--- src/rtl/ffspa_pkg.sv ---
// shared types and constants for the first-fit slot pool allocator
package ffspa_pkg;
  localparam int NUM_SLOTS = 8;
  localparam int POOL_BYTES = 4096;
  localparam int SLOT_W = 3;
  localparam int LEN_W = 13;
  localparam int CNT_W = 4;

  typedef logic [LEN_W-1:0] len_t;
  typedef logic [SLOT_W-1:0] slot_t;

  localparam logic [1:0] ACT_ALLOC = 2'd0;
  localparam logic [1:0] ACT_FREE = 2'd1;
  localparam logic [1:0] ACT_DEFRAG = 2'd2;

  localparam logic [1:0] ST_OK = 2'd0;
  localparam logic [1:0] ST_NOROOM = 2'd1;
  localparam logic [1:0] ST_RANGE = 2'd2;

  localparam logic [1:0] KIND_ANS = 2'd0;
  localparam logic [1:0] KIND_MOVE = 2'd1;
  localparam logic [1:0] KIND_DONE = 2'd2;

  typedef enum logic [2:0] {
    S_IDLE, S_PICK, S_STEP, S_FINISH, S_OUT
  } state_t;

  typedef struct packed {
    logic held;
    len_t off;
    len_t len;
    slot_t idx;
  } entry_t;

  // key used to order blocks: held blocks first by (offset, slot)
  function automatic logic entry_lt(entry_t a, entry_t b);
    if (a.held != b.held) return a.held;
    if (a.off != b.off) return a.off < b.off;
    return a.idx < b.idx;
  endfunction
endpackage

--- src/rtl/ffspa_cell.sv ---
// one slot cell: holds a block and compares against the walk key
module ffspa_cell (
  input  logic                  clk,
  input  logic                  rst_n,
  input  ffspa_pkg::slot_t      my_idx,
  input  logic                  wr_en,
  input  ffspa_pkg::entry_t     wr_data,
  input  logic                  mark_clr,
  input  logic                  mark_set,
  input  ffspa_pkg::entry_t     pick_in,
  input  ffspa_pkg::entry_t     best_in,
  output ffspa_pkg::entry_t     best_out,
  output ffspa_pkg::entry_t     ent
);
  import ffspa_pkg::*;
  entry_t ent_r;
  logic done_r;
  entry_t me;

  always_ff @(posedge clk) begin
    if (!rst_n) begin
      ent_r <= '0;
      done_r <= 1'b0;
    end else begin
      if (wr_en) ent_r <= wr_data;
      if (mark_clr) done_r <= 1'b0;
      else if (mark_set && pick_in.held && pick_in.idx == my_idx) done_r <= 1'b1;
    end
  end

  always_comb begin
    me = ent_r;
    me.idx = my_idx;
    if (done_r) me.held = 1'b0;
    best_out = entry_lt(me, best_in) ? me : best_in;
  end

  assign ent = '{held: ent_r.held, off: ent_r.off, len: ent_r.len, idx: my_idx};
endmodule

--- src/rtl/first_fit_slot_pool_allocator.sv ---
// top level: slot cell row plus the walk sequencer
// Searching allocate and defrag walk the row of eight slot cells in address order.
// Each walk step picks the lowest unvisited block by a min chain across the
// cells, so a searching allocate passes through the pick state, walk steps
// until a fit is found or the held blocks run out, then the finish and output
// states; a defrag takes the same path but holds in a step while a move beat
// waits on a stalled output. Shrink-in-place, free and unused-code requests go
// from the pick state straight to the output state. One item is worked at a time:
// the input stalls until the last beat of the previous item has been taken.
module first_fit_slot_pool_allocator (
  input  logic                  clk,
  input  logic                  rst_n,
  input  logic                  cfg_wr_en,
  input  logic [12:0]           cfg_pool_size,
  input  logic                  in_valid,
  output logic                  in_stall,
  input  logic [1:0]            in_action,
  input  logic [2:0]            in_slot,
  input  logic [12:0]           in_request_length,
  output logic                  out_valid,
  input  logic                  out_stall,
  output logic [1:0]            out_status,
  output logic [1:0]            out_kind,
  output logic [12:0]           out_offset,
  output logic [12:0]           out_source,
  output logic [12:0]           out_length,
  output logic [3:0]            out_moved_count,
  output logic                  out_last
);
  import ffspa_pkg::*;

  state_t state_r, state_nxt;
  logic [12:0] pool_r;
  logic [1:0] act_r;
  slot_t slot_r;
  len_t req_r;
  logic [13:0] cur_r, cur_nxt;
  logic [CNT_W-1:0] moved_r;
  entry_t pick_r;
  logic found_r;

  logic ov_r;
  logic [1:0] o_status_r, o_kind_r;
  len_t o_off_r, o_src_r, o_len_r;
  logic [CNT_W-1:0] o_cnt_r;
  logic o_last_r;

  entry_t chain [NUM_SLOTS+1];
  entry_t ents [NUM_SLOTS];
  logic [NUM_SLOTS-1:0] wr_en;
  entry_t wr_data;
  logic mark_clr, mark_set;

  assign chain[0] = '{held: 1'b0, off: '1, len: '0, idx: '1};

  for (genvar g = 0; g < NUM_SLOTS; g++) begin : g_cell
    ffspa_cell u_cell (
      .clk(clk), .rst_n(rst_n), .my_idx(slot_t'(g)),
      .wr_en(wr_en[g]), .wr_data(wr_data),
      .mark_clr(mark_clr), .mark_set(mark_set), .pick_in(chain[NUM_SLOTS]),
      .best_in(chain[g]), .best_out(chain[g+1]), .ent(ents[g])
    );
  end

  logic out_free;
  assign out_free = !ov_r || !out_stall;
  assign in_stall = (state_r != S_IDLE) || ov_r;
  wire accept = in_valid && !in_stall;

  logic [13:0] pool_eff;
  assign pool_eff = (pool_r > 13'(POOL_BYTES)) ? 14'(POOL_BYTES) : {1'b0, pool_r};

  entry_t cur_e;
  assign cur_e = ents[slot_r];
  logic [13:0] blk_end;
  assign blk_end = {1'b0, pick_r.off} + {1'b0, pick_r.len};

  logic shrink, grant;
  assign shrink = cur_e.held && cur_e.len >= req_r;
  assign grant = found_r || (cur_r + 14'(req_r) <= pool_eff);

  always_comb begin
    state_nxt = state_r;
    case (state_r)
      S_IDLE: if (accept) state_nxt = S_PICK;
      S_PICK: begin
        if (act_r == ACT_DEFRAG) state_nxt = S_STEP;
        else if (act_r == ACT_ALLOC && !shrink) state_nxt = S_STEP;
        else state_nxt = S_OUT;
      end
      S_STEP: begin
        if (!pick_r.held || (act_r == ACT_ALLOC && found_r)) state_nxt = S_FINISH;
        else state_nxt = S_STEP;
      end
      S_FINISH: if (out_free) state_nxt = S_OUT;
      S_OUT: if (out_free) state_nxt = S_IDLE;
      default: state_nxt = S_IDLE;
    endcase
  end

  logic step_ok;
  always_comb begin
    step_ok = 1'b1;
    if (state_r == S_STEP && act_r == ACT_DEFRAG && pick_r.held &&
        {1'b0, pick_r.off} > cur_r && !out_free) step_ok = 1'b0;
  end

  // walk_en: the picked block is taken into the walk this cycle
  logic walk_en, fit, move_en, ov_load;
  assign walk_en = (state_r == S_STEP) && step_ok && pick_r.held &&
                   !(act_r == ACT_ALLOC && found_r);
  assign fit = (act_r == ACT_ALLOC) && ({1'b0, pick_r.off} >= cur_r) &&
               ({1'b0, pick_r.off} - cur_r >= 14'(req_r));
  assign move_en = walk_en && (act_r == ACT_DEFRAG) && ({1'b0, pick_r.off} > cur_r);
  assign ov_load = move_en || (state_r == S_OUT && out_free);

  always_comb begin
    wr_en = '0;
    wr_data = '0;
    mark_clr = (state_r == S_IDLE);
    mark_set = (state_r == S_PICK) || walk_en;
    cur_nxt = cur_r;
    if (walk_en) begin
      if (move_en) begin
        wr_en[pick_r.idx] = 1'b1;
        wr_data = '{held: 1'b1, off: cur_r[12:0], len: pick_r.len, idx: pick_r.idx};
        if (cur_r + 14'(pick_r.len) > cur_r) cur_nxt = cur_r + 14'(pick_r.len);
      end else if (!fit && blk_end > cur_r) cur_nxt = blk_end;
    end
    if (state_r == S_OUT && out_free && act_r == ACT_ALLOC) begin
      if (shrink) begin
        wr_en[slot_r] = 1'b1;
        wr_data = '{held: 1'b1, off: cur_e.off, len: req_r, idx: slot_r};
      end else if (grant) begin
        wr_en[slot_r] = 1'b1;
        wr_data = '{held: 1'b1, off: cur_r[12:0], len: req_r, idx: slot_r};
      end
    end
    if (state_r == S_OUT && out_free && act_r == ACT_FREE) begin
      wr_en[slot_r] = 1'b1;
      wr_data = '0;
    end
  end

  always_ff @(posedge clk) begin
    if (!rst_n) begin
      state_r <= S_IDLE;
      pool_r <= 13'(POOL_BYTES);
      ov_r <= 1'b0;
      found_r <= 1'b0;
      cur_r <= '0;
      moved_r <= '0;
    end else begin
      state_r <= state_nxt;
      if (cfg_wr_en) pool_r <= cfg_pool_size;
      ov_r <= ov_load || (ov_r && out_stall);
      if (accept) begin
        act_r <= in_action;
        slot_r <= in_slot;
        req_r <= in_request_length;
        cur_r <= '0;
        moved_r <= '0;
        found_r <= 1'b0;
      end else begin
        cur_r <= cur_nxt;
        if (walk_en && fit) found_r <= 1'b1;
        if (move_en) moved_r <= moved_r + 1'b1;
      end
      if (state_r == S_PICK || (state_r == S_STEP && step_ok)) pick_r <= chain[NUM_SLOTS];
      if (move_en) begin
        o_status_r <= ST_OK; o_kind_r <= KIND_MOVE;
        o_off_r <= cur_r[12:0]; o_src_r <= pick_r.off; o_len_r <= pick_r.len;
        o_cnt_r <= '0; o_last_r <= 1'b0;
      end else if (state_r == S_OUT && out_free) begin
        o_src_r <= '0;
        o_last_r <= 1'b1;
        if (act_r == ACT_DEFRAG) begin
          o_status_r <= ST_OK; o_kind_r <= KIND_DONE;
          o_off_r <= '0; o_len_r <= '0; o_cnt_r <= moved_r;
        end else if (act_r == ACT_ALLOC && shrink) begin
          o_status_r <= ST_OK; o_kind_r <= KIND_ANS;
          o_off_r <= cur_e.off; o_len_r <= req_r; o_cnt_r <= '0;
        end else if (act_r == ACT_ALLOC && grant) begin
          o_status_r <= ST_OK; o_kind_r <= KIND_ANS;
          o_off_r <= cur_r[12:0]; o_len_r <= req_r; o_cnt_r <= '0;
        end else if (act_r == ACT_ALLOC) begin
          o_status_r <= ST_NOROOM; o_kind_r <= KIND_ANS;
          o_off_r <= '0; o_len_r <= '0; o_cnt_r <= '0;
        end else begin
          o_status_r <= ST_OK; o_kind_r <= KIND_ANS;
          o_off_r <= '0; o_len_r <= '0; o_cnt_r <= '0;
        end
      end
    end
  end

  assign out_valid = ov_r;
  assign out_status = o_status_r;
  assign out_kind = o_kind_r;
  assign out_offset = o_off_r;
  assign out_source = o_src_r;
  assign out_length = o_len_r;
  assign out_moved_count = o_cnt_r;
  assign out_last = o_last_r;
endmodule

--- config.mk ---
export PLATFORM = sky130hd
export DESIGN_NAME = first_fit_slot_pool_allocator
export DESIGN_NICKNAME = d
export VERILOG_FILES = /design/src/rtl/ffspa_pkg.sv /design/src/rtl/ffspa_cell.sv /design/src/rtl/first_fit_slot_pool_allocator.sv
export SDC_FILE = /design/constraint.sdc
export NUM_CORES = 1
export LEC_CHECK = 0
export ABC_AREA = 1
export BUFFER_PORTS_ARGS = -buffer_cell sky130_fd_sc_hd__buf_4
export CORE_ASPECT_RATIO = 0.75
export CORE_UTILIZATION = 60
export CTS_CLUSTER_DIAMETER = 80
export DETAILED_ROUTE_END_ITERATION = 12
export PLACE_DENSITY = 0.77
export SLEW_MARGIN = 20
export SYNTH_ARGS = -nofsm -noshare
export SYNTH_HDL_FRONTEND = slang
export SYNTH_SLANG_ARGS = --single-unit
--- constraint.sdc ---
create_clock -name clk -period 16.03 [get_ports clk]
set_input_delay 2.4045 -clock clk [delete_from_list [all_inputs] [get_ports clk]]
set_output_delay 2.4045 -clock clk [all_outputs]
set_load 0.005 [all_outputs]
=== Yosys cells after proc, flatten, opt, wreduce, memory -nomap -nowiden ===
Cells that the tools add are included.

* Flip-flop bits (word level): 356
* Input bits: 36
* Output and inout bits: 50
* Logic and storage cells: 309

* Add/sub/neg operators: 5
* Order comparisons: 28
* Equal/unequal tests: 32
* Muxes and demuxes: 125
* Bitwise gates (word level): 4
* Reductions and logical operators: 63

{| class="wikitable"
|+ Operator list
! cell !! count
|-
| 2-to-1 mux 30 bit || 16
|-
| 2-to-1 mux 13 bit || 13
|-
| < comparator 13 bit || 7
|-
| inequality test 13 bit || 7
|-
| binary-select mux 30 bit (select 3 bit) || 1
|-
| 2-to-1 mux 1 bit || 73
|-
| 2-to-1 mux 8 bit || 6
|-
| 2-to-1 mux 14 bit || 3
|-
| logical AND 1 bit || 34
|-
| adder 14 x 13 -> 14 bit || 2
|-
| greater-than comparator 14 bit || 2
|-
| bitwise OR 8 bit || 2
|-
| equality test 3 bit (second input constant) || 5
|-
| 2-to-1 mux 3 bit || 5
|-
| case mux 3 bit (5 select lines) || 1
|-
| adder 13 x 13 -> 14 bit || 1
|-
| >= comparator 13 x 14 -> 1 bit || 1
|-
| >= comparator 14 x 13 -> 1 bit || 1
|-
| greater-than comparator 13 x 14 -> 1 bit || 1
|-
| <= comparator 14 x 13 -> 1 bit || 1
|-
| subtractor 13 x 14 -> 14 bit || 1
|-
| >= comparator 13 bit || 1
|-
| greater-than comparator 13 bit (second input constant) || 1
|-
| < comparator 13 bit (second input constant) || 1
|-
| 29 further kinds || 71
|}

=== Longest topological paths before layout ===
Gate-level depths: netlist (run 1).

* Depth after elaboration: 50
* Depth in mapped cells: 104
* Mapped depth without buffers: 93

=== By module ===
A second synthesis (run 1) with hierarchy kept.

* Cells, all modules: 4029
* Area total of the unflattened synthesis: 26649.3 um2

{| class="wikitable"
|+ Modules (own cells, without submodules)
! module !! instances !! cells an instance !! area an instance (um2) !! sequential area each (um2)
|-
| ffspa_cell || 8 || 307 || 1894.3 || 560.5
|-
| first_fit_slot_pool_allocator || 1 || 1573 || 11494.8 || 3573.4
|}

=== Worst setup path after synthesis (run 1) ===
No wires, ideal clock.

* Path type: register to register
* From: reg g_cell[0].u_cell.ent_r, in the netlist g_cell[0].u_cell.ent[24]
* To: reg pick_r[25] (netlist bit), data pin
* Setup time: 0.270 ns
* Arrival time: 11.655 ns
* Required time: 15.760 ns
* Slack: 4.105 ns
* Cell stages (with the launch flop): 97
* Path buffers: 11
* Period minus slack after synthesis: 11.925 ns
* Cell sequence: dfxtp_1 inv_1 ha_1 inv_1 nor2_1 nand3_1 nor2_1 nand2_1 nand4_4 nand2_4 buf_4 inv_1 clkbuf_1 nand2_1 o21ai_0 ha_1 nand2_1 inv_1 (+61 left out) and2_4 buf_6 buf_8 nand3_2 o21ai_2 ha_1 a21oi_1 o21ai_0 a21oi_1 nor2_1 o21ai_0 o211ai_1 nand3_1 a21oi_1 a2111oi_0 maj3_1 clkbuf_1 o21ai_1

{| class="wikitable"
|+ RTL lines
! item !! line !! text
|-
| from (decl) || ffspa_cell.sv:16 || <nowiki>entry_t ent_r;</nowiki>
|-
| from (signal assigned) || ffspa_cell.sv:25 || <nowiki>if (wr_en) ent_r <= wr_data;</nowiki>
|-
| to (signal assigned) || first_fit_slot_pool_allocator.sv:169 || <nowiki>if (state_r == S_PICK || (state_r == S_STEP && step_ok)) pick_r <= chain[NUM_SLOTS];</nowiki>
|-
| to (decl) || first_fit_slot_pool_allocator.sv:39 || <nowiki>entry_t pick_r;</nowiki>
|}

==> impl_metrics.py, run 1 <==
metrics = {
    "outcome": {
        "status": "finished, final reports clean",
    },
    "worst_setup_path": {
        "worstPathRequired_ns": 16.33,
        "path_buf_inv": 12,
        "path_common_cell": "nand2_1",
        "cp_data_arrival_time_ns": 14.88,
        "crit_type": "register to register",
        "slowest_delay_ns": 0.48,
        "startpoint_type": "register",
        "cp-end-kind": "register",
        "crit_family": "simple AND/OR/NAND/NOR gates",
        "critPathMaxFanout": 51,
        "critPathSlowestCell": "o21ai_0",
    },
    "clock_network": {
        "clk_latency_ns": 0.57,
        "htreeDepth": 2,
        "ctsRootBufferMaster": "clkbuf_16",
        "post_cts_buffers": 0,
        "clk_pin_slew_ns": 0.07,
        "cts_tree": "done",
        "clockBufferDepth": 3,
        "cts_buffers": 37,
        "clkSinkCount": 355,
    },
    "final_layout": {
        "drive_gt1_share_pct": 8.576,
        "num-nets-final": 3217,
        "area_growth_pct": 10.08,
    },
    "floorplanning": {
        "core_mm2": 0.03633,
        "start_util_pct": 61.64,
        "row_count": 60,
        "fp.dieH_um": 169.3,
        "ios": 86,
        "die-width_um": 225.1,
        "fp.dieArea_mm2": 0.03811,
    },
    "global_routing": {
        "grt_pass1_wl_um": 122900,
        "grt_pass1_vias": 20810,
        "grt_use_total_pct": 42.35,
        "antenna_found_initial": 2,
        "grt_overflow_total": 0,
        "grt_max_degree": 140,
    },
    "synthesis": {
        "ys.warnings.count": 0,
        "synth_ff_type": "dfxtp_1",
        "synth_area_leaders": "dfxtp_1, edfxtp_1, ha_1, o21ai_0, nand2_1",
        "yosys-top-cells-count": "nand2_1, o21ai_0, inv_1, a21oi_1, dfxtp_1",
        "synth_top_cell_by_area": "dfxtp_1",
        "async_flop_share_pct": 0,
        "syn_inst": 2982,
        "synth_seq_cells": 355,
        "synthMostInstantiatedCell": "nand2_1",
        "seq_area_frac_synth_pct": 35.98,
        "synth.top_cell.area_share_pct": 23.24,
        "synth_cell_type_count": 67,
        "syn_area_per_cell_um2": 7.511,
        "syn_nets": 3207,
        "netlist_area_mm2": 0.02240,
        "synth_edf_count": 95,
    },
    "timing": {
        "rsz0062_at_grt": "false",
        "worst_pin_slew_ns": 1.153,
        "setup_tns_ns": 0,
        "slew_viol_final": 0,
        "maxClockFrequency_ghz": 0.06861,
        "setup-violations-final": 0,
        "hold_viol": 0,
        "min_period_over_period_pct": 90.92,
        "fin_skew_ns": 0.02294,
        "period_minus_slack_ns": 14.57,
        "relSlewSlack_pct": 22.34,
    },
    "drt": {
        "drt-initial-drc-count": 3719,
        "drc_errors": 0,
        "wl_per_cell_um": 23.24,
        "ant_nets": 0,
        "dr.pass1.iters": 7,
        "vias": 22600,
        "finalWirelength_um": 81760,
        "viasPerCell": 6.424,
    },
    "placement": {
        "place_hpwl_um": 60960,
        "numPortBuffers": 84,
        "place_congestion": 1.062,
    },
    "worst_hold_path": {
        "min_path_type": "register to register",
    },
    "run": {
        "maxCapViolCount": 0,
    },
}
## cell type report
class                   instances  area [um2]
diodes                          2       5.005
fillers                      3006       11680
inverters                     349        1314
multi-input cells            2130       12510
repair inverters                1       5.005
repair buffers                118       893.4
clock inverters                15       234.0
flip-flops and latches        355        8058
clock buffers                  52        1013
well taps                     496       620.6
## flip-flops by register name (all words and copies together) (netlist names)
name / count
out_offset: 13
pool_r: 13
g_cell.u_cell.done_r: 8
out_source: 13
out_status: 1
out_moved_count: 4
act_r: 2
moved_r: 4
g_cell.u_cell.ent: 216
req_r: 13
pick_r: 30
out_valid: 1
slot_r: 3
out_kind: 2
out_length: 13
cur_r: 14
out_last: 1
found_r: 1
state_r: 3
## through the flow
| stage | instances | worst slack (ns) | cell area [um2] | hold WS [ns] | util, % |
|---|---|---|---|---|---|
| 6_report | 3518 | 1.455 | 24650 | 0.4580 | 67.85 |
| 5_1_grt | 3516 | 0.04107 | 24650 | 0.4911 | 67.84 |
| 4_1_cts | 3514 | 1.299 | 24620 | 0.4516 | 67.76 |
| 3_5_place_dp | 3447 | 1.373 | 23370 | 0.4410 | 64.33 |
| 3_3_place_gp | 3447 | 1.667 | 23370 | 0.4399 | 64.33 |
| 2_1_floorplan | 2982 | 4.105 | 22400 | 0.4304 | - |
## final timing paths
kind / start / to / slack [ns] / cells after the start
setup / recovery: g_cell[0].u_cell.ent[26] / pick_r[13] / 1.46 / 79
setup reg to reg: g_cell[0].u_cell.ent[26] / pick_r[13] / 1.46 / 79
hold / removal: g_cell[4].u_cell.done_r / g_cell[4].u_cell.done_r / 0.46 / 2
hold reg to reg: g_cell[4].u_cell.done_r / g_cell[4].u_cell.done_r / 0.46 / 2
## metal layers
layer | part of all wire (%) | track usage, % | vias to the layer above
met3 | 13 | 10.11 | 271
met5 | 0.14 | 0.1290 | -
met1 | 41 | 60.34 | 10450
met4 | 4.6 | 17.60 | 4
met2 | 41 | 61.02 | 1456
li1 | - | - | 10410
## tightest hold or removal path, cell delays in order, from the launching register on
cell and delay, ns:
dfxtp_1 0.31, inv_1 0.05, a21oi_1 0.05
## cells in the final DEF (no fill, tap or decap), types with 18 or more instances in the layout
master / n
a211oi_1: 36
a21oi_1: 315
buf_4: 116
clkbuf_16: 37
dfxtp_1: 260
edfxtp_1: 95
ha_1: 185
inv_1: 341
nand2_1: 453
nand2_2: 18
nand3_1: 107
nand4_1: 27
nor2_1: 186
nor3_1: 27
o211ai_1: 36
o21ai_0: 367
o21ai_1: 55
o21bai_1: 22
o22ai_1: 74
xor2_1: 33
## timing repair
action	4_1_cts	5_1_grt
hold buffers	0	0
hold endpoints to repair	0	0
endpoints found under the setup margin	0	37
resized for setup	0	7
## logic make-up (layout without fill, tap and decap cells)
logic type | Yosys count | after routing | synth area share [%]
other | 1 | 3 | 0.01674
flip-flops | 355 | 355 | 35.98
XOR/XNOR | 44 | 44 | 1.721
AO/OA/AOI/OAI | 1015 | 1015 | 25.72
AND/OR/NAND/NOR | 879 | 880 | 17.16
adder cells (fa/ha/maj) | 190 | 190 | 10.74
buffers and inverters | 498 | 535 | 8.665
Power of run 1 is not shown: default switching activity piles up to over one toggle a cycle in this logic, so the estimate is an artifact.
==> run 2: changes to the inputs <==
--- a/config.mk
+++ b/config.mk
@@ -11,7 +11,7 @@
 export CORE_UTILIZATION = 60
 export CTS_CLUSTER_DIAMETER = 80
 export DETAILED_ROUTE_END_ITERATION = 12
-export PLACE_DENSITY = 0.77
+export PLACE_DENSITY = 0.9
 export SLEW_MARGIN = 20
 export SYNTH_ARGS = -nofsm -noshare
 export SYNTH_HDL_FRONTEND = slang
==> run 2 against run 1 <==
Net effect:
- count of clock-buffer cells in the layout is 4 lower
- first-iteration DRC count is 3.9% lower
- non-clock buffer count is 2 higher
- hold slack better by 0.0074 ns
- critical path depth is 6 higher
- cell count hardly changed
- register-to-register slack hardly changed
- flip-flop and latch count stayed put
- final area hardly changed
- wire length is 4.5% lower
- die area stayed put
- largest cell class unchanged
==> impl_metrics.py, run 2 (same netlist as run 1, synthesis figures left out) <==
metrics = {
    "worst_setup_path": {
        "r2r_start": "g_cell[0].u_cell.ent[26]",
        "slowest_delay_ns": 0.46,
        "critPathSlowestCell": "a2111oi_0",
        "startpoint_type": "register",
        "critPathLaunch": "g_cell[0].u_cell.ent[26]",
        "critPathMaxFanout": 34,
        "crit_type": "register to register",
        "cp-end-kind": "register",
        "worstPathRequired_ns": 16.51,
        "path_common_cell": "nand2_1",
        "cp_data_arrival_time_ns": 15.06,
    },
    "timing": {
        "rsz0062_at_grt": "false",
        "slew_viol_final": 0,
        "min_period_over_period_pct": 90.98,
        "maxClockFrequency_ghz": 0.06857,
        "fin_skew_ns": 0.02896,
        "worst_pin_slew_ns": 1.142,
        "setup_tns_ns": 0,
        "setup-violations-final": 0,
        "relSlewSlack_pct": 23.05,
        "period_minus_slack_ns": 14.58,
        "hold_viol": 0,
    },
    "worst_hold_path": {
        "hold_start": "g_cell[7].u_cell.done_r",
        "min_path_type": "register to register",
    },
    "clock_network": {
        "postCtsHoldBufs": 0,
        "cts_buffers": 37,
        "ctsRootBufferMaster": "clkbuf_16",
        "cts_tree": "done",
        "clockBufferDepth": 3,
        "clkSinkCount": 355,
        "clk_pin_slew_ns": 0.07,
        "clk_latency_ns": 0.56,
        "htreeDepth": 2,
    },
    "final_layout": {
        "area_growth_pct": 10.11,
        "fillers": 3060,
        "final_common_cell": "nand2_1",
        "insertedDiodeCount": 0,
        "largest_reg_flops": 216,
        "drive_gt1_share_pct": 8.642,
        "mostFrequentLayoutCells": "nand2_1, o21ai_0, inv_1",
        "num-nets-final": 3219,
    },
    "drt": {
        "wl_per_cell_um": 22.21,
        "drt-initial-drc-count": 3574,
        "ant_nets": 0,
        "viasPerCell": 6.505,
        "drc_errors": 0,
        "vias": 22870,
        "dr.pass1.iters": 8,
        "finalWirelength_um": 78100,
    },
    "floorplanning": {
        "core_mm2": 0.03633,
        "die-width_um": 225.1,
        "fp.dieArea_mm2": 0.03811,
        "start_util_pct": 61.64,
        "ios": 86,
        "row_count": 60,
        "fp.dieH_um": 169.3,
    },
    "placement": {
        "place_congestion": 1.127,
        "numPortBuffers": 84,
        "place_hpwl_um": 57800,
    },
    "global_routing": {
        "grt_pass1_vias": 21360,
        "antenna_found_initial": 3,
        "grt_overflow_total": 0,
        "grt_pass1_wl_um": 119100,
        "grt_max_degree": 135,
        "grt_use_total_pct": 40.41,
    },
    "outcome": {
        "status": "finished, final reports clean",
    },
    "run": {
        "maxCapViolCount": 0,
    },
}
-- run 2: cell count changes in the layout (fill, tap and decap cells not counted), sizes merged --
cell	previous run	this run
clkinv	13	15
bufinv	4	5
buf	118	120
clkbuf	52	48
clkinvlp	3	5
inv	345	342
diode	2	0
-- run 2: path summary, 6_finish.rpt --
path | to | slack, ns | depth (start not counted)
hold / removal | g_cell[7].u_cell.done_r | 0.47 | 2
hold reg to reg | g_cell[7].u_cell.done_r | 0.47 | 2
setup / recovery | g_cell[5].u_cell.done_r | 1.45 | 85
setup reg to reg | g_cell[5].u_cell.done_r | 1.45 | 85
-- run 2: layout make-up --
class                      instances  area, um2  area share [%]
inverter                         349       1314           5.327
clock inverter                    17      240.2          0.9741
tap                              496      620.6           2.516
timing repair buffer             120      908.4           3.683
multi-input combinational       2130      12500           50.67
clock buffer                      48       1018           4.130
sequential                       355       8058           32.67
timing repair inverter             1      5.005         0.02029
-- run 2: critical path, delay by kind of cell, from the launching register on --
kind | cells | cell delay, ns
AO/OA/AOI/OAI | 21 | 3.53
AND/OR/NAND/NOR | 43 | 5.64
buffers and inverters | 13 | 2.52
adder cells (fa/ha/maj) | 8 | 2.33
flip-flops | 1 | 0.38
-- run 2: timing repair --
action,in CTS,in global routing
setup buffers,0,1
setup endpoints to repair,0,37
resized for setup,0,2
hold endpoints to repair,0,0
-- run 2: through the flow --
step | utilization, % | cell area [um2] | hold WS, ns | instances | setup WS (ns)
floorplan | - | 22400 | 0.4304 | 2982 | 4.105
global placement | 64.32 | 23370 | 0.4405 | 3448 | 2.056
detailed placement | 64.32 | 23370 | 0.4514 | 3448 | 1.389
CTS | 67.79 | 24630 | 0.4600 | 3513 | 1.299
global route | 67.87 | 24660 | 0.4797 | 3516 | 0.1025
finish | 67.87 | 24660 | 0.4654 | 3516 | 1.445
-- run 2: metal layers --
layer  wire length [um]  track usage [%]  vias to the layer above
li1                   -                -                    10410
met1              30610            54.35                    10500
met2              32440            60.33                     1598
met3              11180            11.48                      360
met4               3864            17.72                        0
met5                  0                0                        -
Power of run 2 is left out for the same reason.
